--- config.mk ---
export PLATFORM = sky130hd
export DESIGN_NAME = fdl_ofifo
export DESIGN_NICKNAME = d
export VERILOG_FILES = /design/src/rtl/fdl_pkg.sv /design/src/rtl/fdl_ofifo.sv
export SDC_FILE = /design/constraint.sdc
export NUM_CORES = 1
export LEC_CHECK = 0
export BUFFER_PORTS_ARGS = -buffer_cell sky130_fd_sc_hd__buf_2
export CELL_PAD_IN_SITES_DETAIL_PLACEMENT = 1
export CELL_PAD_IN_SITES_GLOBAL_PLACEMENT = 1
export CORE_MARGIN = 5
export CORE_UTILIZATION = 45
export DETAILED_ROUTE_END_ITERATION = 8
export PLACE_DENSITY = 0.72
export SLEW_MARGIN = 10
export SYNTH_ARGS = -nofsm -noshare
export SYNTH_HDL_FRONTEND = slang
export SYNTH_SLANG_ARGS = --single-unit
--- constraint.sdc ---
create_clock -name clk -period 2 [get_ports clk]
set_input_delay 0.4 -clock clk [delete_from_list [all_inputs] [get_ports clk]]
set_output_delay 0.4 -clock clk [all_outputs]
set_load 0.1 [all_outputs]
--- src/rtl/fdl_pkg.sv ---
// fdl_pkg: shared constants and types for the fractional feedback delay line
// register indexes, configuration widths and output queue sizing
// no dependencies
`timescale 1ns / 1ps
`default_nettype none
package fdl_pkg;

	localparam int DELAY_W     = 18;
	localparam int FRAC_W      = 16;
	localparam int GAIN_W      = 16;
	localparam int CFG_IDX_W   = 2;
	localparam int DELAY_RESET = 48000;

	// fixed-point alignment: gain is Q2.14, fraction is Q0.16
	localparam int FB_SHIFT = 14;
	localparam int BL_SHIFT = 16;

	// output queue
	localparam int OFIFO_AW    = 2;
	localparam int OFIFO_DEPTH = 1 << OFIFO_AW;

	typedef logic [CFG_IDX_W-1:0]     cfg_idx_t;
	typedef logic [DELAY_W-1:0]       cfg_data_t;
	typedef logic [FRAC_W-1:0]        frac_t;
	typedef logic signed [GAIN_W-1:0] gain_t;

	localparam cfg_idx_t REG_DELAY_SAMPLES  = 2'd0;
	localparam cfg_idx_t REG_DELAY_FRACTION = 2'd1;
	localparam cfg_idx_t REG_FEEDBACK_GAIN  = 2'd2;

endpackage
`default_nettype wire

--- src/rtl/fdl_ofifo.sv ---
// fdl_ofifo: small result queue in front of the master stream side
// depends on fdl_pkg for the queue depth
`timescale 1ns / 1ps
`default_nettype none
module fdl_ofifo
	import fdl_pkg::*;
#(
	parameter int WIDTH = 24
) (
	input  wire logic             clk,
	input  wire logic             arst_n,
	input  wire logic             push,
	input  wire logic [WIDTH-1:0] push_data,
	output logic                  out_valid,
	input  wire logic             out_ready,
	output logic      [WIDTH-1:0] out_data
);

	logic [WIDTH-1:0]    buf_q [OFIFO_DEPTH];
	logic [OFIFO_AW-1:0] wptr_q;
	logic [OFIFO_AW-1:0] rptr_q;
	logic [OFIFO_AW:0]   cnt_q;
	logic                pop;

	assign out_valid = (cnt_q != '0);
	assign out_data  = buf_q[rptr_q];
	assign pop       = out_valid & out_ready;

	always_ff @(posedge clk) begin
		if (push) begin
			buf_q[wptr_q] <= push_data;
		end
	end

	always_ff @(posedge clk or negedge arst_n) begin
		if (!arst_n) begin
			wptr_q <= '0;
			rptr_q <= '0;
			cnt_q  <= '0;
		end else begin
			if (push) begin
				wptr_q <= wptr_q + 1'b1;
			end
			if (pop) begin
				rptr_q <= rptr_q + 1'b1;
			end
			if (push && !pop) begin
				cnt_q <= cnt_q + 1'b1;
			end else if (pop && !push) begin
				cnt_q <= cnt_q - 1'b1;
			end
		end
	end

endmodule
`default_nettype wire

# Word level (Yosys, flattened, before mapping)
# Memories as Yosys holds them, arrays and structs flattened.
# Index checks and enable logic that the tools add are counted.
[totals] out_inout_bits=25 regBits=7 mem_bits_rw=96 wordCells=19 in_bits=28 memories=1
[memory_table] name="buf_q" words=4 word_bits=24 read_ports=1 rd_ports_with_merged_regs=0 write_ports=1 line_no="fdl_ofifo.sv:19" text="logic [WIDTH-1:0] buf_q [OFIFO_DEPTH];"
[op_classes] n_addsub=4 reduce_logical=6 muxes=4 n_bitwise=1
[op_table] cell="2-to-1 mux 3 bit" n=2
[op_table] cell="adder 2 x 1 -> 2 bit, second input constant" n=2
[op_table] cell="adder 3 x 1 -> 3 bit, second input constant" n=1
[op_table] cell="nonzero test 3 bit" n=1
[op_table] cell="subtractor 3 x 1 -> 3 bit, second input constant" n=1
[op_table] cell="logical AND 1 bit" n=2
[op_table] cell="zero test 1 bit" n=2
[op_table] cell="2-to-1 mux 1 bit" n=2
[op_table] cell="nonzero test 2 bit" n=1
[op_table] cell="AND 1 bit" n=1

# Depth between registers and ports, before layout
# Gate-level depths: netlist of run 1.
[depth] ltp_word=5 depth_mapped=8 depth_no_buf=8

# Least setup slack after synthesis of run 1
# OpenSTA, ideal clock, no wires.
[synth_timing] path_kind="flip-flop to flip-flop" start="reg cnt_q[0]" end="reg cnt_q[2]" arrival_time_ns=2.438 synth_period_minus_slack_ns=2.517 n_path_buf=0 slack_ns=-0.517 required_ns=1.921 setup_ns=0.079 stages_incl_launch_ff=9 path_cell_list="dfrtp_1 -> or3_1 -> nand2_1 -> ha_1 -> inv_1 -> fa_1 -> xor2_1 -> nor2_1 -> xor2_1"
[synth_between] elab_chain_cells=5 word_cells_on_any_way=10 classes_between="2 x add/sub; 2 x mux; 1 x bitwise; 5 x reduce/logical"
[synth_rtl] element="from (decl)" line_no="fdl_ofifo.sv:22" text="logic [OFIFO_AW:0] cnt_q;"
[synth_rtl] element="from (signal assigned)" line_no="fdl_ofifo.sv:48" text="cnt_q <= cnt_q + 1'b1;"
[synth_rtl] element="from (signal assigned)" line_no="fdl_ofifo.sv:50" text="cnt_q <= cnt_q - 1'b1;"
[synth_rtl] element="nonzero test 3 bit (*)" line_no="fdl_ofifo.sv:25" text="assign out_valid = (cnt_q != '0);"
[synth_rtl] element="net out_valid" line_no="fdl_ofifo.sv:14" text="output logic out_valid,"
[synth_rtl] element="AND 1 bit (*)" line_no="fdl_ofifo.sv:27" text="assign pop = out_valid & out_ready;"
[synth_rtl] element="zero test 1 bit" line_no="fdl_ofifo.sv:47" text="if (push && !pop) begin"
[synth_rtl] element="logical AND 1 bit" line_no="fdl_ofifo.sv:47"
[synth_rtl] element="2-to-1 mux 3 bit / nonzero test 2 bit (equally long branches)"
# The timed path passes the listed nets; every way through them passes the cells marked *. The select of a mux whose other input is x is not followed.
# A chain may end at the register's enable or synchronous reset.

# Worst setup path in the final report of run 1
[layout_timing] start="reg rptr_q[0]" end="out out_data[6]"
[layout_between] elab_chain_cells=1
[layout_rtl] element="from (decl)" line_no="fdl_ofifo.sv:21" text="logic [OFIFO_AW-1:0] rptr_q;"
[layout_rtl] element="from (signal assigned)" line_no="fdl_ofifo.sv:45" text="rptr_q <= rptr_q + 1'b1;"
[layout_rtl] element="memory (4 x 24 bit)"
[layout_rtl] element="to (decl)" line_no="fdl_ofifo.sv:16" text="output logic [WIDTH-1:0] out_data"
# No other way between the ends.

==> metrics.md, run 1 <==
| Metric | Value |
|---|---|
| Outcome | finished, violations left |
| Failing checks | setup timing |
| Final hold violations | 0 |
| Global-route wire length before repair | 11.0 mm |
| Synth unique cells | 19 |
| PortBufs | 52 |
| Synth warn | 0 |
| Synth Flop Type | edfxtp_1 |
| Pins Over Slew Limit | 0 |
| GRT Total Usage | 0.144 |
| CP max FO | 9 |
| Sequential share of the synthesized area | 0.785 |
| Mux cell area share after synthesis | 0.147 |
| Clock-pin transition on the worst setup and hold timing paths | 0.10 ns |
| Hold EP | buf_q[1][3]$_DFFE_PP_ |
| Antenna violations before repair | 0 |
| Period utilisation layout | 1.09 |
| Max_cap viols | 0 |
| CP endpoint kind | output pin |
| EDFF count, synth | 96 |
| Post-layout min period | approximately 2.2 ns |
| Wire length per cell | 19.9 um |
| WP data required | ~1.6 ns |
| Ranking of synthesized cells by area | edfxtp_1, mux4_2, dfrtp_1 |
| Arrival @ worst endpoint | 1.78 ns |
| Mapped Nets | 193 |
| RR Startpoint | cnt_q[2]$_DFFE_PN0P_ |
| Htree depth | 3 |
| Startpoint of the worst hold path | push_data[3] |
| Startpoint types | register |
| Critical R2R Capture | cnt_q[2]$_DFFE_PN0P_ |
| Fmax | approximately 0.46 GHz |
| CTS max path bufs | 2 |
| Post-synthesis cell area | 3900 um2 |
| Total congestion overflow | 0 |
| # DRC | 0 |
| Die width | just over 100 um |
| Synthesized instance count | 159 |
| Post-synthesis compound-gate area fraction | 0.00128 |
| Fraction of registers with async set/reset | 0.0680 |
| Slew HR | 0.675 |
| Most frequent cells after synthesis | edfxtp_1, mux4_2, dfrtp_1 |
| DR vias/cell | 5.10 |
| Total CTS buffers | 9 |
| Largest family of logic cells by synthesized area | multiplexers |
| Antenna Nets Post-Route | 0 |
| Largest net degree at the start of global routing | 18 |
| DR iter-0 viols | 79 |
| Clk_lat worst skew | 0.35 ns |
| DIE HEIGHT | 103 um |
| DP Area | 4670 um2 |
| Number of global-route vias before repair | between 1500 and 2000 |
| Slew @ Worst Pin | slightly below 0.5 ns |
| Worst Reg-to-Reg Cells | 8 |
| Post-synthesis xor/xnor area fraction | 0.0135 |
| Yosys reg bits | 103 |
| Post-synthesis adder-cell area fraction | 0.0212 |
| Worst R2R Setup Slack | roughly 0.11 ns |
| Hold depth | 1 |
| Antenna Cells | 0 |
| Syn avg cell area | 24.5 um2 |
| Vias | around 1800 |
| Post-Synth Simple-Gate Area | 0.0122 |
| Share of cells above drive strength 1 | 0.498 |
| Min-Delay Path Class | in2reg |
| Row count | 34 |
| CTS sink count | slightly above 100 |
| Clock Tree Root | clkbuf_8 |
| Routed wire length | 7.10 mm |
| Die area | 10600 um2 |
| DRT Pass-1 Iters | 5 |
| Core ar. | 8590 um2 |
| Final WS setup | -0.182 ns |
| Kind of critical path | reg2out |
| Layout Nets | 278 |
| CTS tree | built |
| Ports | between 50 and 60 |
| Final Setup Violations | 24 |
| Count leader, synth | edfxtp_1 |
| Hpwl dp | 4.85 mm |
| Area Growth Syn to Fin | 30.0% |
| GP Congestion | about 0.67 |
| Final setup skew | 0.00461 ns |
| Initial Util | 0.454 |
| Fin area | 5070 um2 |
| RSZ-0062 raised after global routing | true |
| Area leader, netlist | edfxtp_1 |
| Synth top area share | 0.740 |
how the worst max path moves through the flow:
stage	start	end	slack, ns
after floorplan	cnt_q[1]$_DFFE_PN0P_	cnt_q[2]$_DFFE_PN0P_	-0.006
after global placement	rptr_q[0]$_DFFE_PN0P_	out_data[9]	0.13
after detailed placement	cnt_q[1]$_DFFE_PN0P_	cnt_q[2]$_DFFE_PN0P_	0.07
after CTS	rptr_q[0]$_DFFE_PN0P_	out_data[17]	-0.20
after global routing	rptr_q[0]$_DFFE_PN0P_	out_data[11]	-0.26
final	rptr_q[0]$_DFFE_PN0P_	out_data[6]	-0.18
cells in the final DEF, fill, tap and decap left out:
cell,n
and2_1,4
buf_12,29
buf_2,28
buf_4,21
buf_6,1
bufinv_16,1
clkbuf_8,9
clkinv_1,2
clkinv_4,3
dfrtp_1,6
dfrtp_2,1
dlygate4sd3_1,1
edfxtp_1,96
fa_2,1
ha_1,4
ha_4,1
inv_1,2
inv_2,1
inv_6,1
mux2_2,1
mux4_2,24
nand2_1,1
nand2_4,1
nand3_1,1
nor2_1,1
o21ai_0,1
or3_4,1
xnor2_1,3
xor2_1,3
flip-flops by register name (all words and copies together), names as in the netlist:
register / count
cnt_q: 3
wptr_q: 2
rptr_q: 2
buf_q: 96
cells by family after synthesis:
family          count (synthesis)
fa+ha+maj                       6
xor+xnor                        6
mux                            25
simple gates                    9
compound gates                  1
flops                         103
buf+inv                         9
final cells by class:
type                    count  area [um2]
fillers                   736        3520
flip-flops and latches    103        3060
repair buffers             80         900
multi-input cells          47         767
well taps                 108         135
clock buffers               9         124
clock inverters             7        72.6
inverters                   3        11.3
metrics by stage:
stage               instances  TNS [ns]  hold WS (ns)  setup slack (ns)   util
finish                    357     -3.20         0.261            -0.182  0.590
global route              357     -5.11         0.233            -0.256  0.590
CTS                       351     -3.63         0.241            -0.200  0.583
detailed placement        326         0         0.249            0.0691  0.544
global placement          326         0         0.248             0.130  0.544
floorplan                 159  -0.00567         0.104          -0.00567      -
what timing repair did:
| action | in CTS | in global routing |
|---|---|---|
| buffers inserted | 8 | 6 |
| hold buffers | 1 | 0 |
| gates resized for setup | 28 | 7 |
| endpoints found under the setup margin | 24 | 25 |
| hold endpoints to repair | 7 | 0 |
| pin swaps | 0 | 1 |
critical path, stage by stage (launching register included):
cell and delay, ns:
dfrtp_2 0.42, buf_4 0.14, buf_12 0.14, mux4_2 0.55, buf_12 0.19
layer usage:
layer	vias to the layer above	wire length, um	global-route usage
met3	2	334	0.0433
met2	42	3770	0.245
met4	0	34	0.0448
met5	-	0	0
met1	954	2970	0.178
li1	822	-	-
Power of run 1 is not shown: default switching activity piles up to over one toggle a cycle in this logic, so the estimate is an artifact.
==> run 2, diff against run 1 <==
--- a/config.mk
+++ b/config.mk
@@ -11,7 +11,7 @@
 export CORE_MARGIN = 5
 export CORE_UTILIZATION = 45
 export DETAILED_ROUTE_END_ITERATION = 8
-export PLACE_DENSITY = 0.72
+export PLACE_DENSITY_LB_ADDON = 0.25
 export SLEW_MARGIN = 10
 export SYNTH_ARGS = -nofsm -noshare
 export SYNTH_HDL_FRONTEND = slang
==> run 2 against run 1 <==
  * The flow still finishes with violations (setup timing)
  * Die area stayed put
  * Sequential cell count stayed put
  * Final area is 2.8% lower
  * Via count is 2.0% lower
  * First-iteration DRC count is 1.3% lower
  * Wire length is 4.4% higher
  * Count of clock-buffer cells in the layout is 1 higher
  * Largest cell class unchanged
==> metrics.md, run 2 (same netlist as run 1, synthesis figures left out) <==
| Metric | Value |
|---|---|
| Outcome | finished, violations left (unchanged) |
| Failing checks | setup timing (unchanged) |
| Max_cap viols | 0 (unchanged) |
| CTS max path bufs | 2 (unchanged) |
| CTS sink count | 103 (unchanged) |
| GRT Total Usage | 0.154 (was 0.144) |
| Worst path buffer plus inverter count | 2 (was 3) |
| GP Congestion | 0.774 (was 0.667) |
| CP startpoint | rptr_q[0]$_DFFE_PN0P_ (unchanged) |
| Largest register FFs | 96 (unchanged) |
| Setup crit end | out_data[9] (was out_data[6]) |
| Arrival @ worst endpoint | 1.73 ns (was 1.78 ns) |
| Final hold violations | 0 (unchanged) |
| WP data required | 1.60 ns (about the same) |
| Clock-pin transition on the worst setup and hold timing paths | 0.10 ns (about the same) |
| Worst R2R Setup Slack | 0.10 ns (was 0.11 ns) |
| Final Setup Violations | 24 (unchanged) |
| Routed wire length | 7.42 mm (was 7.10 mm) |
| Antenna Nets Post-Route | 0 (unchanged) |
| Htree depth | 3 (unchanged) |
| Global-route wire length before repair | 11.6 mm (was 11.0 mm) |
| Total CTS buffers | 9 (unchanged) |
| Share of cells above drive strength 1 | 0.475 (was 0.498) |
| Vias | 1783 (was 1820) |
| Largest net degree at the start of global routing | 25 (was 18) |
| Min-Delay Path Class | in2reg (unchanged) |
| Critical path depth in cells | 3 (was 4) |
| Critical R2R Capture | cnt_q[2]$_DFFE_PN0P_ (unchanged) |
| CP peak stage delay | 0.55 ns (about the same) |
| Most frequent CP cell | buf_12 (unchanged) |
| Worst Reg-to-Reg Cells | 8 (unchanged) |
| Pins Over Slew Limit | 0 (unchanged) |
| Layout Nets | 265 (was 278) |
| Dpl ws | 0.0789 ns (was 0.0691 ns) |
| Final setup skew | 0.0111 ns (was 0.00461 ns) |
| DR iter-0 viols | 78 (was 79) |
| PortBufs | 52 (unchanged) |
| WHS | 0.254 ns (was 0.261 ns) |
| CTS tree | built (unchanged) |
| Clock Tree Root | clkbuf_8 (unchanged) |
| Period utilisation layout | 1.07 (was 1.09) |
| Antenna violations before repair | 0 (unchanged) |
| DIE HEIGHT | 103 um (unchanged) |
| Crit path cell chain | buf_12 -> mux4_2 -> buf_12 (was buf_4 -> buf_12 -> mux4_2 -> buf_12) |
| Largest registers | buf_q: 96 flops, cnt_q: 3 flops (unchanged) |
| CP endpoint kind | output pin (unchanged) |
| Wire length per cell | 21.6 um (was 19.9 um) |
| CP max FO | 10 (was 9) |
| DR vias/cell | 5.18 (was 5.10) |
| Final WS setup | -0.134 ns (was -0.182 ns) |
| Commonest non-fill, non-tap cell in the layout | edfxtp_1 (unchanged) |
| Most frequent cells in the layout | edfxtp_1, buf_2, mux4_2, buf_12, buf_4 (was edfxtp_1, buf_12, buf_2) |
| CP delay by family, top | multiplexers (unchanged) |
| Hpwl dp | 5.17 mm (was 4.85 mm) |
| Row count | 34 (unchanged) |
| Crit-path slowest cell | mux4_2 (unchanged) |
| Die area | 10600 um2 (unchanged) |
| Ports | 53 (unchanged) |
| Die width | 103 um (unchanged) |
| Total congestion overflow | 0 (unchanged) |
| Total negative setup slack | -2.51 ns (was -3.20 ns) |
| Final Util | 0.573 (was 0.590) |
| Fmax | 0.469 GHz (was 0.458 GHz) |
| Biggest register | buf_q (unchanged) |
| Filler cells | 757 (was 736) |
| Kind of critical path | reg2out (unchanged) |
| # DRC | 0 (unchanged) |
| Area Growth Syn to Fin | 26.4% (was 30.0%) |
| Core ar. | 8590 um2 (unchanged) |
| DRT Pass-1 Iters | 4 (was 5) |
| RR Startpoint | cnt_q[2]$_DFFE_PN0P_ (unchanged) |
| Slew @ Worst Pin | 0.487 ns (was 0.491 ns) |
| Initial Util | 0.454 (unchanged) |
| RSZ-0062 raised after global routing | true (unchanged) |
| Number of global-route vias before repair | 2062 (was 1976) |
| Slew HR | 0.678 (was 0.675) |
| Post-layout min period | 2.13 ns (was 2.18 ns) |
| Clk_lat worst skew | 0.36 ns (was 0.35 ns) |
| Antenna Cells | 0 (unchanged) |
| Startpoint types | register (unchanged) |
==> run 2: cell types whose count changed in the layout (fill, tap and decap cells not counted), sizes merged <==
cell and change:
buf -13, clkbuf +1, clkinv -2, inv +1
==> run 2: final cells by class <==
| type | instances | area (um2) | area share |
|---|---|---|---|
| clock buffers | 10 | 128 | 0.0259 |
| clock inverters | 6 | 68.8 | 0.0140 |
| inverters | 3 | 11.3 | 0.00229 |
| multi-input cells | 47 | 767 | 0.156 |
| flip-flops and latches | 103 | 3060 | 0.621 |
| well taps | 108 | 135 | 0.0274 |
| repair buffers | 67 | 758 | 0.154 |
==> run 2: timing repair <==
item / in CTS / in global routing
pin swaps: 0 / 1
cloned: 0 / 0
buffers inserted: 1 / 0
resized for setup: 33 / 1
endpoints found under the setup margin: 24 / 25
hold buffers: 1 / 0
endpoints found under the hold margin: 7 / 0
==> run 2: metal layers <==
| layer | GRT usage | vias to the layer above | wire length (um) |
|---|---|---|---|
| met2 | 0.263 | 37 | 4030 |
| met4 | 0.0478 | 0 | 54 |
| met3 | 0.0419 | 6 | 319 |
| met1 | 0.193 | 944 | 3010 |
| met5 | 0 | - | 0 |
| li1 | - | 796 | - |
==> run 2: stage by stage <==
stage	instance area, um2	instances
floorplan	3930	159
global placement	4640	326
detailed placement	4640	326
CTS	4930	344
global route	4930	344
finish	4930	344
==> run 2: how the worst min path moves through the flow <==
stage                        startpoint                     end  slack, ns  cells after the start
after floorplan                  arst_n    cnt_q[0]$_DFFE_PN0P_       0.10                      0
after global placement           arst_n    cnt_q[0]$_DFFE_PN0P_       0.24                      1
after detailed placement         arst_n    cnt_q[1]$_DFFE_PN0P_       0.25                      1
after CTS                 push_data[12]  buf_q[1][12]$_DFFE_PP_       0.24                      1
after global routing       push_data[0]   buf_q[0][0]$_DFFE_PP_       0.23                      1
final                      push_data[0]   buf_q[3][0]$_DFFE_PP_       0.25                      1
==> run 2: worst register-to-register path: stages (launching register included) <==
cell     delay (ns)
dfrtp_1        0.41
or3_4          0.43
nand2_4        0.09
ha_4           0.14
inv_2          0.03
fa_2           0.32
xor2_1         0.15
nor2_1         0.12
xor2_1         0.14
Power of run 2 is left out for the same reason.
