<file path="src/rtl/fdl_mod.sv">
// fdl_mod: reduces a sum modulo the store depth by reciprocal multiplication
// quotient estimate, remainder, one correcting subtract, one stage each
// no dependencies
`timescale 1ns / 1ps
`default_nettype none
module fdl_mod #(
	parameter int DEPTH = 262144,
	parameter int SW    = 19
) (
	input  wire logic                     clk,
	input  wire logic                     arst_n,
	input  wire logic                     start,
	input  wire logic [SW-1:0]            value,
	output logic                          busy,
	output logic                          done,
	output logic      [$clog2(DEPTH)-1:0] result
);

	localparam int PW  = $clog2(DEPTH);
	localparam int QW  = SW - PW + 1;
	localparam int PRW = 2 * SW + 1;
	// reciprocal scaled by 2^(SW+PW); the quotient estimate is low by at most one
	localparam longint        RECIP   = (longint'(1) << (SW + PW)) / longint'(DEPTH);
	localparam logic [SW:0]   RECIP_C = (SW + 1)'(RECIP);
	localparam logic [SW-1:0] DEPTH_C = SW'(DEPTH);
	localparam logic [PW:0]   DEPTH_R = (PW + 1)'(DEPTH);

	logic [SW-1:0]  val_s1, val_s2;
	logic [PRW-1:0] prod_s2;
	logic [QW-1:0]  quot_c;
	logic [SW-1:0]  qd_c;
	logic [PW:0]    rem_s3;
	logic [PW-1:0]  res_q;
	logic           vld_s1, vld_s2, vld_s3, done_q;

	assign quot_c = prod_s2[PRW-1:SW+PW];
	assign qd_c   = SW'(quot_c) * DEPTH_C;

	always_ff @(posedge clk) begin
		if (start) begin
			val_s1 <= value;
		end
		if (vld_s1) begin
			val_s2  <= val_s1;
			prod_s2 <= PRW'(val_s1) * PRW'(RECIP_C);
		end
		if (vld_s2) begin
			rem_s3 <= (PW + 1)'(val_s2 - qd_c);
		end
		if (vld_s3) begin
			res_q <= (rem_s3 >= DEPTH_R) ? PW'(rem_s3 - DEPTH_R) : rem_s3[PW-1:0];
		end
	end

	always_ff @(posedge clk or negedge arst_n) begin
		if (!arst_n) begin
			vld_s1 <= 1'b0;
			vld_s2 <= 1'b0;
			vld_s3 <= 1'b0;
			done_q <= 1'b0;
		end else begin
			vld_s1 <= start;
			vld_s2 <= vld_s1;
			vld_s3 <= vld_s2;
			done_q <= vld_s3;
		end
	end

	assign busy   = vld_s1 | vld_s2 | vld_s3 | done_q;
	assign done   = done_q;
	assign result = res_q;

endmodule
`default_nettype wire

</file>
<file path="config.mk">
export PLATFORM = sky130hd
export DESIGN_NAME = fdl_mod
export DESIGN_NICKNAME = d
export VERILOG_FILES = /design/src/rtl/fdl_mod.sv
export SDC_FILE = /design/constraint.sdc
export NUM_CORES = 1
export LEC_CHECK = 0
export BUFFER_PORTS_ARGS = -buffer_cell sky130_fd_sc_hd__buf_2
export CORE_ASPECT_RATIO = 0.8
export CORE_MARGIN = 8
export CORE_UTILIZATION = 57
export DETAILED_ROUTE_END_ITERATION = 7
export PLACE_DENSITY = 0.84
export SYNTH_ARGS = -nofsm -noshare
export SYNTH_HDL_FRONTEND = slang
export SYNTH_SLANG_ARGS = --single-unit
</file>
<file path="constraint.sdc">
create_clock -name clk -period 1.9 [get_ports clk]
set_input_delay 0.095 -clock clk [delete_from_list [all_inputs] [get_ports clk]]
set_output_delay 0.095 -clock clk [all_outputs]
set_load 0.005 [all_outputs]
</file>
Word level (Yosys, flattened, before mapping)
Cells that the tools add are included.
{"block": "totals", "ff_bits": 79, "input_bits": 22, "out_inout_bits": 20, "wordCells": 15}
{"block": "op_classes", "add_sub_neg": 2, "magnitude_cmp": 1, "mux": 1, "bitwise_logic": 3}
{"cell": "$ge A19 B19 Y1 const B", "n": 1}
{"cell": "$sub A19 B19 Y19", "n": 1}
{"cell": "$mux W18", "n": 1}
{"cell": "$sub A18 B1 Y18 const B", "n": 1}
{"cell": "$or A1 B1 Y1", "n": 3}

Longest topological paths before layout
Gate-level depths: netlist (run 1).
{"block": "logic_depth", "word_depth": 3, "depth_mapped": 1, "ltp_nobuf": 1}

Worst setup path after synthesis (run 1)
OpenSTA, ideal clock, no wires.
{"block": "synth_path", "path_kind": "register -> output", "start": "reg vld_s2", "end": "out busy", "arrival_time_ns": 1.158, "required_time_ns": 1.805, "slack_ns": 0.647, "path_stages_with_launch": 2, "path_buffers": 0, "cell_sequence": "dfrtp_1 > or4_1"}
{"block": "synth_between", "elab_chain_len": 3}
{"item": "start, declared", "line": "34", "source": "logic vld_s1, vld_s2, vld_s3, done_q;"}
{"item": "start signal, assigned", "line": "63", "source": "vld_s2 <= vld_s1;"}
{"item": "$or A1 B1 Y1 (3 in series)", "line": "69", "source": "assign busy = vld_s1 | vld_s2 | vld_s3 | done_q;"}
{"item": "end, declared", "line": "14", "source": "output logic busy,"}
Every way passes these cells.

Final worst setup path (run 1)
{"block": "layout_path", "start": "reg done_q, in the netlist done", "end": "out busy"}
{"block": "layout_between", "elab_chain_len": 1}
{"item": "start, declared", "line": "34"}
{"item": "start signal, assigned", "line": "65", "source": "done_q <= vld_s3;"}
{"item": "$or A1 B1 Y1", "line": "69"}
Every way passes these cells.

==> flow_summary.yaml, run 1 <==
run_status:
  status: "finished clean"
worst_setup_path:
  timing.rr.end: "prod_s2[22]"
  critPathMaxFanout: 2
  r2r_cells: 1
  startpoint_type: "flop"
  r2r_start: "vld_s1"
  crit_required_ps: 1800
  arrival_ps: 1390
  crit_type: "flop to output port"
  reg2reg_slack_ps: 970
  cp-end-kind: "output port"
power_and_ir_drop:
  power.leakage_nw: 1.12
  pwr-share-seq: 0.573
  pwr-share-clk: 0.398
  p_comb_frac: 0.029
  ir_worst_vdd_v: 0.00110
  switching_share: 0.172
  p_per_area_mw_per_mm2: 1160
  p_int_mw: 2.87
  p_switching_mw: 0.595
finish:
  nFillCells: 195
  area_growth_pct: 31.4
  stdcell_area_mm2: 0.00298
  insertedDiodeCount: 0
  drive_above_1_share: 0.361
  final_net_count: 172
synth:
  ys.flop_type: "edfxtp_1"
  synth_top_family_by_area: "simple AND/OR/NAND/NOR gates"
  synth_seq_cells: 76
  synth_fp_nets: 99
  post-synth-top-count-cell: "edfxtp_1"
  yosys.area.top_type_share: 0.953
  synth_area_mm2: 0.00227
  ys_top_cells_by_area: "edfxtp_1 (95%), dfrtp_1 (4.4%), or4_1 (0.33%)"
  netlist_instances: 77
  synth_xor_area_frac: 0
  yosysSeqAreaShare: 0.997
  syn-mean-instance-area_um2: 29.5
  yosysTopAreaCell: "edfxtp_1"
  synth_edf_count: 72
  synthSimpleGateAreaFrac: 0.00331
  synth_warnings: 0
  synthMuxAreaShare: 0
  synth_compound_area_frac: 0
  async_flop_share: 0.0526
  synthTopCellsByCount: "edfxtp_1 (72), dfrtp_1 (4), or4_1 (1)"
  synth_cell_types: 3
  synth_fa_ha_area_frac: 0
grt:
  first_global_vias: 1029
  grt_use_total: 0.119
  use_met3: 0.0824
  grt_max_degree: 20
  gr-total-overflow: 0
  busiest_layer: "met2"
  met2_usage: 0.181
  use_met1: 0.123
  grt_pass1_wl_mm: 5.10
  antenna_found_initial: 0
timing:
  setup_tns_ps: 0
  finalCriticalPeriod_ps: 1480
  min_period_over_period: 0.781
  holdWs_ps: 94.5
  hold_violations: 0
  worst_pin_slew_ps: 399
  slew_headroom: 0.734
  rsz0062_at_grt: "false"
  setup_viol: 0
  report.final.slew_viol_count: 0
  clock_skew_ps: 4.31
  timing.fmax_mhz: 674
floorplan:
  die_y_um: 72.4
  die_w_um: 86.6
  ios: 42
  core-area_mm2: 0.00380
  row_count: 20
  initial_core_util: 0.597
  die-area_mm2: 0.00627
place:
  place_congestion: 0.586
  place_area_mm2: 0.00256
  dp_hpwl_mm: 1.88
  io_buffers: 40
detailed_routing:
  drt_wl_total_mm: 3.39
  dr_total_vias: 967
  drt_iter0_markers: 46
  drcViolationCount: 0
  drt_pass1_iterations: 4
  wl_per_cell_um: 16.2
  via_per_inst: 4.60
  ant_nets: 0
clock_network:
  clockBufferDepth: 2
  cts_setup_buffers: 0
  cts_made_buffers: 9
  cts_hold_buf: 19
  clock_latency_ps: 330
  root_buffer: "clkbuf_8"
  ctsResizeCount: 0
  htree_num_levels: 3
  cts_tree: "yes"
  numClockSinks: 76
  clk_pin_slew_ps: 70
worst_hold_path:
  hold_path_class: "input pin to asynchronous set/reset pin"
run:
  maxCapViolations: 0
## registers in the layout, indices dropped and copies added (netlist names)
register,flops
done,1
prod_s2,18
rem_s3,18
result,18
val_s1,18
vld_s1,1
vld_s2,1
vld_s3,1
## power by group through the flow
stage | registers, mW | clock network, mW | logic [mW]
final | 1.98 | 1.38 | 0.0992
after global routing | 1.99 | 1.48 | 0.108
after CTS | 1.98 | 1.39 | 0.0961
after detailed placement | 2.02 | 0 | 0.0662
after global placement | 2.01 | 0 | 0.0618
after floorplan | 2.02 | 0 | 0.000492
## layout make-up
cell class / instances / area, um^2 / share of cell area
sequential: 76 / 2260 / 0.759
clock buffer: 10 / 128 / 0.0428
timing repair buffer: 62 / 413 / 0.138
tap: 55 / 68.8 / 0.0231
multi-input combinational: 1 / 7.51 / 0.00252
clock inverter: 6 / 103 / 0.0344
## worst max path at each step
stage           start  endpoint  slack [ps]  depth (start not counted)
2_1_floorplan  vld_s2      busy         650                          1
3_3_place_gp     done      busy         820                          2
3_5_place_dp   vld_s2      busy         800                          2
4_1_cts        vld_s2      busy         410                          2
5_1_grt          done      busy         370                          2
6_report         done      busy         420                          2
## routing by layer
metal / vias to the layer above / share of wire / wire length [um]
met3: 8 / 0.074 / 251
met4: 0 / 0.013 / 44
met5: - / 0 / 0
li1: 456 / - / -
met1: 472 / 0.42 / 1430
met2: 31 / 0.49 / 1670
## per-stage QoR
step                 util  setup slack [ps]  power (mW)  std cells
floorplan               -               647        2.02         77
global placement    0.673               822        2.07        175
detailed placement  0.673               799        2.08        175
CTS                 0.784               414        3.46        210
global route        0.784               372        3.57        210
finish              0.784               416        3.46        210
## cells by family after synthesis
logic type    Yosys count
flops                  76
simple gates            1
## placed cells by master, fill, tap and decap left out
cell / count
buf_2: 40
or4_1: 1
dfrtp_1: 4
clkbuf_1: 1
dlygate4sd3_1: 19
clkinv_1: 2
clkinv_2: 1
bufinv_16: 3
buf_4: 3
clkbuf_8: 9
edfxtp_1: 72
## critical path, cell delays in order, from the launching register on
cell     delay (ps)
dfrtp_1         380
or4_1           530
buf_2           150
Note: power is estimated with default switching activity, not from simulation.
==> run 2: changes to the inputs <==
--- a/config.mk
+++ b/config.mk
@@ -8,9 +8,9 @@
 export BUFFER_PORTS_ARGS = -buffer_cell sky130_fd_sc_hd__buf_2
 export CORE_ASPECT_RATIO = 0.8
 export CORE_MARGIN = 8
-export CORE_UTILIZATION = 57
+export CORE_UTILIZATION = 53
 export DETAILED_ROUTE_END_ITERATION = 7
-export PLACE_DENSITY = 0.84
+export PLACE_DENSITY = 0.79
 export SYNTH_ARGS = -nofsm -noshare
 export SYNTH_HDL_FRONTEND = slang
 export SYNTH_SLANG_ARGS = --single-unit
==> constraint.sdc (replaced) <==
create_clock -name clk -period 1.38 [get_ports clk]
set_input_delay 0.069 -clock clk [delete_from_list [all_inputs] [get_ports clk]]
set_output_delay 0.069 -clock clk [all_outputs]
set_load 0.005 [all_outputs]
==> flow_summary.yaml, run 2 (synthesis results as in run 1) <==
run_status:
  status: "finished, violations left"
  violations: "negative setup slack"
worst_setup_path:
  crit_type: "flop to output port"
  arrival_ps: 1420
  timing.rr.end: "prod_s2[30]"
  crit_slowest_cell: "or4_1"
  r2r_start: "vld_s1"
  reg2reg_slack_ps: 340
  worst-path-buf-inv: 1
  critPathMaxFanout: 2
  cp-end-kind: "output port"
  r2r_cells: 2
  crit_required_ps: 1310
  path_cells: "or4_1 -> buf_2"
  path_delay_family: "simple AND/OR/NAND/NOR gates"
  startpoint_type: "flop"
  max_stage_delay_ps: 540
worst_hold_path:
  hold_start: "start"
  hold_path_class: "input pin to flop"
  min_to: "vld_s1"
  min_path_cells: 1
timing:
  clock_skew_ps: 6.03
  report.final.slew_viol_count: 0
  min_period_over_period: 1.08
  worst_pin_slew_ps: 401
  setup_viol: 1
  finalCriticalPeriod_ps: 1490
  hold_violations: 0
  timing.fmax_mhz: 672
  slew_headroom: 0.733
  rsz0062_at_grt: "true"
  worst_slack_ps: -109
  holdWs_ps: 73.4
clock_network:
  ctsResizeCount: 0
  cts_tree: "yes"
  cts_made_buffers: 9
  htree_num_levels: 3
  root_buffer: "clkbuf_8"
  clk_pin_slew_ps: 70
  clock_latency_ps: 330
  clockBufferDepth: 2
  numClockSinks: 76
floorplan:
  die_w_um: 89.2
  die-area_mm2: 0.00665
  core-area_mm2: 0.00415
  initial_core_util: 0.547
  ios: 42
  die_y_um: 74.5
  row_count: 21
grt:
  antenna_found_initial: 0
  grt_use_total: 0.106
  first_global_vias: 1005
  grt_max_degree: 20
  grt_pass1_wl_mm: 4.87
  gr-total-overflow: 0
power_and_ir_drop:
  ir_worst_vdd_v: 0.00118
  p_per_area_mw_per_mm2: 1540
  power.leakage_nw: 1.12
  power_mw: 4.62
finish:
  area_growth_pct: 32.1
  stdcell_area_mm2: 0.00300
  drive_above_1_share: 0.382
  insertedDiodeCount: 0
  final_common_cell: "edfxtp_1"
  nFillCells: 241
  finalNonFillerCells: 214
  multiInputGateArea_um2: 7.51
  fin_util: 0.722
  final_cell_mix: "edfxtp_1 (72), buf_2 (40), dlygate4sd3_1 (19), clkbuf_8 (9)"
  seq_area_mm2: 0.00226
  final_net_count: 174
detailed_routing:
  drt_iter0_markers: 73
  drt_pass1_iterations: 4
  drt_wl_total_mm: 3.22
  via_per_inst: 4.42
  ant_nets: 0
  dr_total_vias: 946
  drcViolationCount: 0
  wl_per_cell_um: 15.0
place:
  place_congestion: 0.627
  place_area_mm2: 0.00258
  post-place-cells: 177
  dp_hpwl_mm: 1.98
  io_buffers: 40
run:
  maxCapViolations: 0
run 2: metal layers:
| metal | up-vias | share of wire | global-route usage |
|---|---|---|---|
| li1 | 460 | - | - |
| met1 | 455 | 0.42 | 0.113 |
| met5 | - | 0 | 0 |
| met3 | 2 | 0.054 | 0.0497 |
| met4 | 0 | 0.0087 | 0.0662 |
| met2 | 29 | 0.51 | 0.170 |
run 2: worst reg2reg max path, cell delays in order, from the launching register on:
cell	delay, ps
dfrtp_1	370
buf_4	120
buf_4	230
run 2: layout make-up:
cell class | instances | share of cell area
tap | 57 | 0.0238
clock inverter | 6 | 0.0296
multi-input combinational | 1 | 0.00250
sequential | 76 | 0.755
clock buffer | 10 | 0.0426
timing repair buffer | 64 | 0.147
run 2: power breakdown:
part | total, mW | leakage (nW) | switching (mW) | internal, mW
Sequential | 2.73 | 0.751 | 0.0395 | 2.69
Clock | 1.75 | 0.102 | 0.731 | 1.02
Combinational | 0.142 | 0.265 | 0.0651 | 0.0770
run 2: worst max path at each step:
stage                start  endpoint  slack, ps  cells past startpoint
global route        vld_s1      busy       -150                      2
floorplan           vld_s2      busy        150                      1
finish              vld_s1      busy       -110                      2
CTS                 vld_s2      busy        -70                      2
detailed placement    done      busy        300                      2
global placement      done      busy        320                      2
run 2: timing repair:
item | 4_1_cts | 5_1_grt
hold buffers | 19 | 0
buffers inserted | 0 | 2
setup endpoints to repair | 1 | 1
endpoints found under the hold margin | 22 | 0
pin swaps | 1 | 1
run 2: stage by stage:
stage / TNS, ps / setup WS [ps]
after floorplan: 0 / 153
after global routing: -149 / -149
final: -109 / -109
after CTS: -67.2 / -67.2
after detailed placement: 0 / 303
after global placement: 0 / 324
==> run 3: changes to the inputs <==
--- a/config.mk
+++ b/config.mk
@@ -6,10 +6,13 @@
 export NUM_CORES = 1
 export LEC_CHECK = 0
 export BUFFER_PORTS_ARGS = -buffer_cell sky130_fd_sc_hd__buf_2
+export CELL_PAD_IN_SITES_DETAIL_PLACEMENT = 2
+export CELL_PAD_IN_SITES_GLOBAL_PLACEMENT = 2
 export CORE_ASPECT_RATIO = 0.8
 export CORE_MARGIN = 8
-export CORE_UTILIZATION = 53
+export CORE_UTILIZATION = 42
 export DETAILED_ROUTE_END_ITERATION = 7
+export HOLD_SLACK_MARGIN = 0.02
 export PLACE_DENSITY = 0.79
 export SYNTH_ARGS = -nofsm -noshare
 export SYNTH_HDL_FRONTEND = slang
==> flow_summary.yaml, run 3 (synthesis results as in run 1) <==
worst_hold_path:
  min_path_cells: 1
  hold_path_class: "input pin to flop"
  min_to: "vld_s1"
  hold_start: "start"
detailed_routing:
  wl_per_cell_um: 20.9
  dr_total_vias: 979
  drt_wl_total_mm: 4.59
  drt_iter0_markers: 24
  via_per_inst: 4.45
  ant_nets: 0
  drt_pass1_iterations: 4
  drcViolationCount: 0
finish:
  finalNonFillerCells: 220
  drive_above_1_share: 0.368
  area_growth_pct: 32.2
  final_cell_mix: "edfxtp_1 (72), buf_2 (40), dlygate4sd3_1 (19), clkbuf_8 (9)"
  insertedDiodeCount: 0
  final_common_cell: "edfxtp_1"
  final_net_count: 173
timing:
  report.final.slew_viol_count: 0
  worst_pin_slew_ps: 428
  setup_tns_ps: -65.3
  timing.fmax_mhz: 692
  hold_violations: 0
  slew_headroom: 0.715
  worst_slack_ps: -65.3
  finalCriticalPeriod_ps: 1450
  holdWs_ps: 67.9
  rsz0062_at_grt: "true"
  setup_viol: 1
  min_period_over_period: 1.05
  clock_skew_ps: 9.83
worst_setup_path:
  cp-end-kind: "output port"
  reg2reg_slack_ps: 400
  crit_required_ps: 1310
  path_cells: "or4_1 -> buf_2"
  startpoint_type: "flop"
  r2r_start: "vld_s1"
  max_stage_delay_ps: 510
  worst-path-buf-inv: 1
  crit_type: "flop to output port"
  crit_slowest_cell: "or4_1"
  timing.rr.end: "prod_s2[19]"
  r2r_cells: 1
  arrival_ps: 1380
  path_delay_family: "simple AND/OR/NAND/NOR gates"
  critPathMaxFanout: 2
grt:
  antenna_found_initial: 0
  grt_max_degree: 20
  grt_pass1_wl_mm: 6.89
  first_global_vias: 1144
  grt_use_total: 0.125
  gr-total-overflow: 0
power_and_ir_drop:
  ir_worst_vdd_v: 0.000966
  power_mw: 4.85
  power.leakage_nw: 1.12
  p_per_area_mw_per_mm2: 1620
clock_network:
  cts_made_buffers: 9
  htree_num_levels: 3
  clockBufferDepth: 2
  root_buffer: "clkbuf_8"
  numClockSinks: 76
  clk_pin_slew_ps: 80
  cts_tree: "yes"
  clock_latency_ps: 340
place:
  pre_cts_slack_ps: 295
  io_buffers: 40
  place_congestion: 0.638
  dp_hpwl_mm: 2.92
  post-place-cells: 185
floorplan:
  initial_core_util: 0.425
  die_w_um: 98.2
  die-area_mm2: 0.00803
  core-area_mm2: 0.00535
  die_y_um: 81.8
  ios: 42
  row_count: 24
run_status:
  status: "finished, violations left"
  violations: "negative setup slack"
run:
  maxCapViolations: 0
[run 3: where the power goes]
part / switching, mW / internal [mW]
combinational: 0.0718 / 0.0717
clock: 0.774 / 1.19
sequential: 0.0543 / 2.69
total: 0.900 / 3.95
[run 3: worst max path at each step]
stage | endpoint | start | cells past startpoint | slack, ps
final | busy | done | 2 | -70
after global routing | busy | done | 2 | -110
after CTS | busy | done | 2 | -90
after detailed placement | busy | done | 2 | 290
after global placement | busy | done | 2 | 320
after floorplan | busy | vld_s2 | 1 | 150
[run 3: layout make-up]
| class | instances | area [um^2] |
|---|---|---|
| fillers | 443 | 2340 |
| flip-flops and latches | 76 | 2260 |
| repair buffers | 63 | 420 |
| clock buffers | 10 | 128 |
| clock inverters | 5 | 101 |
| well taps | 65 | 81.3 |
| multi-input cells | 1 | 7.51 |
[run 3: stage by stage]
| step | utilization | cell area [um^2] |
|---|---|---|
| 3_3_place_gp | 0.482 | 2570 |
| 5_1_grt | 0.561 | 3000 |
| 3_5_place_dp | 0.482 | 2570 |
| 4_1_cts | 0.561 | 3000 |
| 6_report | 0.561 | 3000 |
| 2_1_floorplan | - | 2270 |
[run 3: timing repair]
action | in CTS | in global routing
setup buffers | 1 | 0
endpoints found under the setup margin | 1 | 1
pin swaps | 1 | 0
gates resized for setup | 0 | 0
hold buffers | 19 | 0
hold endpoints to repair | 22 | 0
[run 3: routing by layer]
layer,global-route usage,vias up,routed length (um)
li1,-,456,-
met1,0.151,486,2070
met2,0.190,31,2190
met3,0.0635,6,266
met4,0.0504,0,68
met5,0,-,0
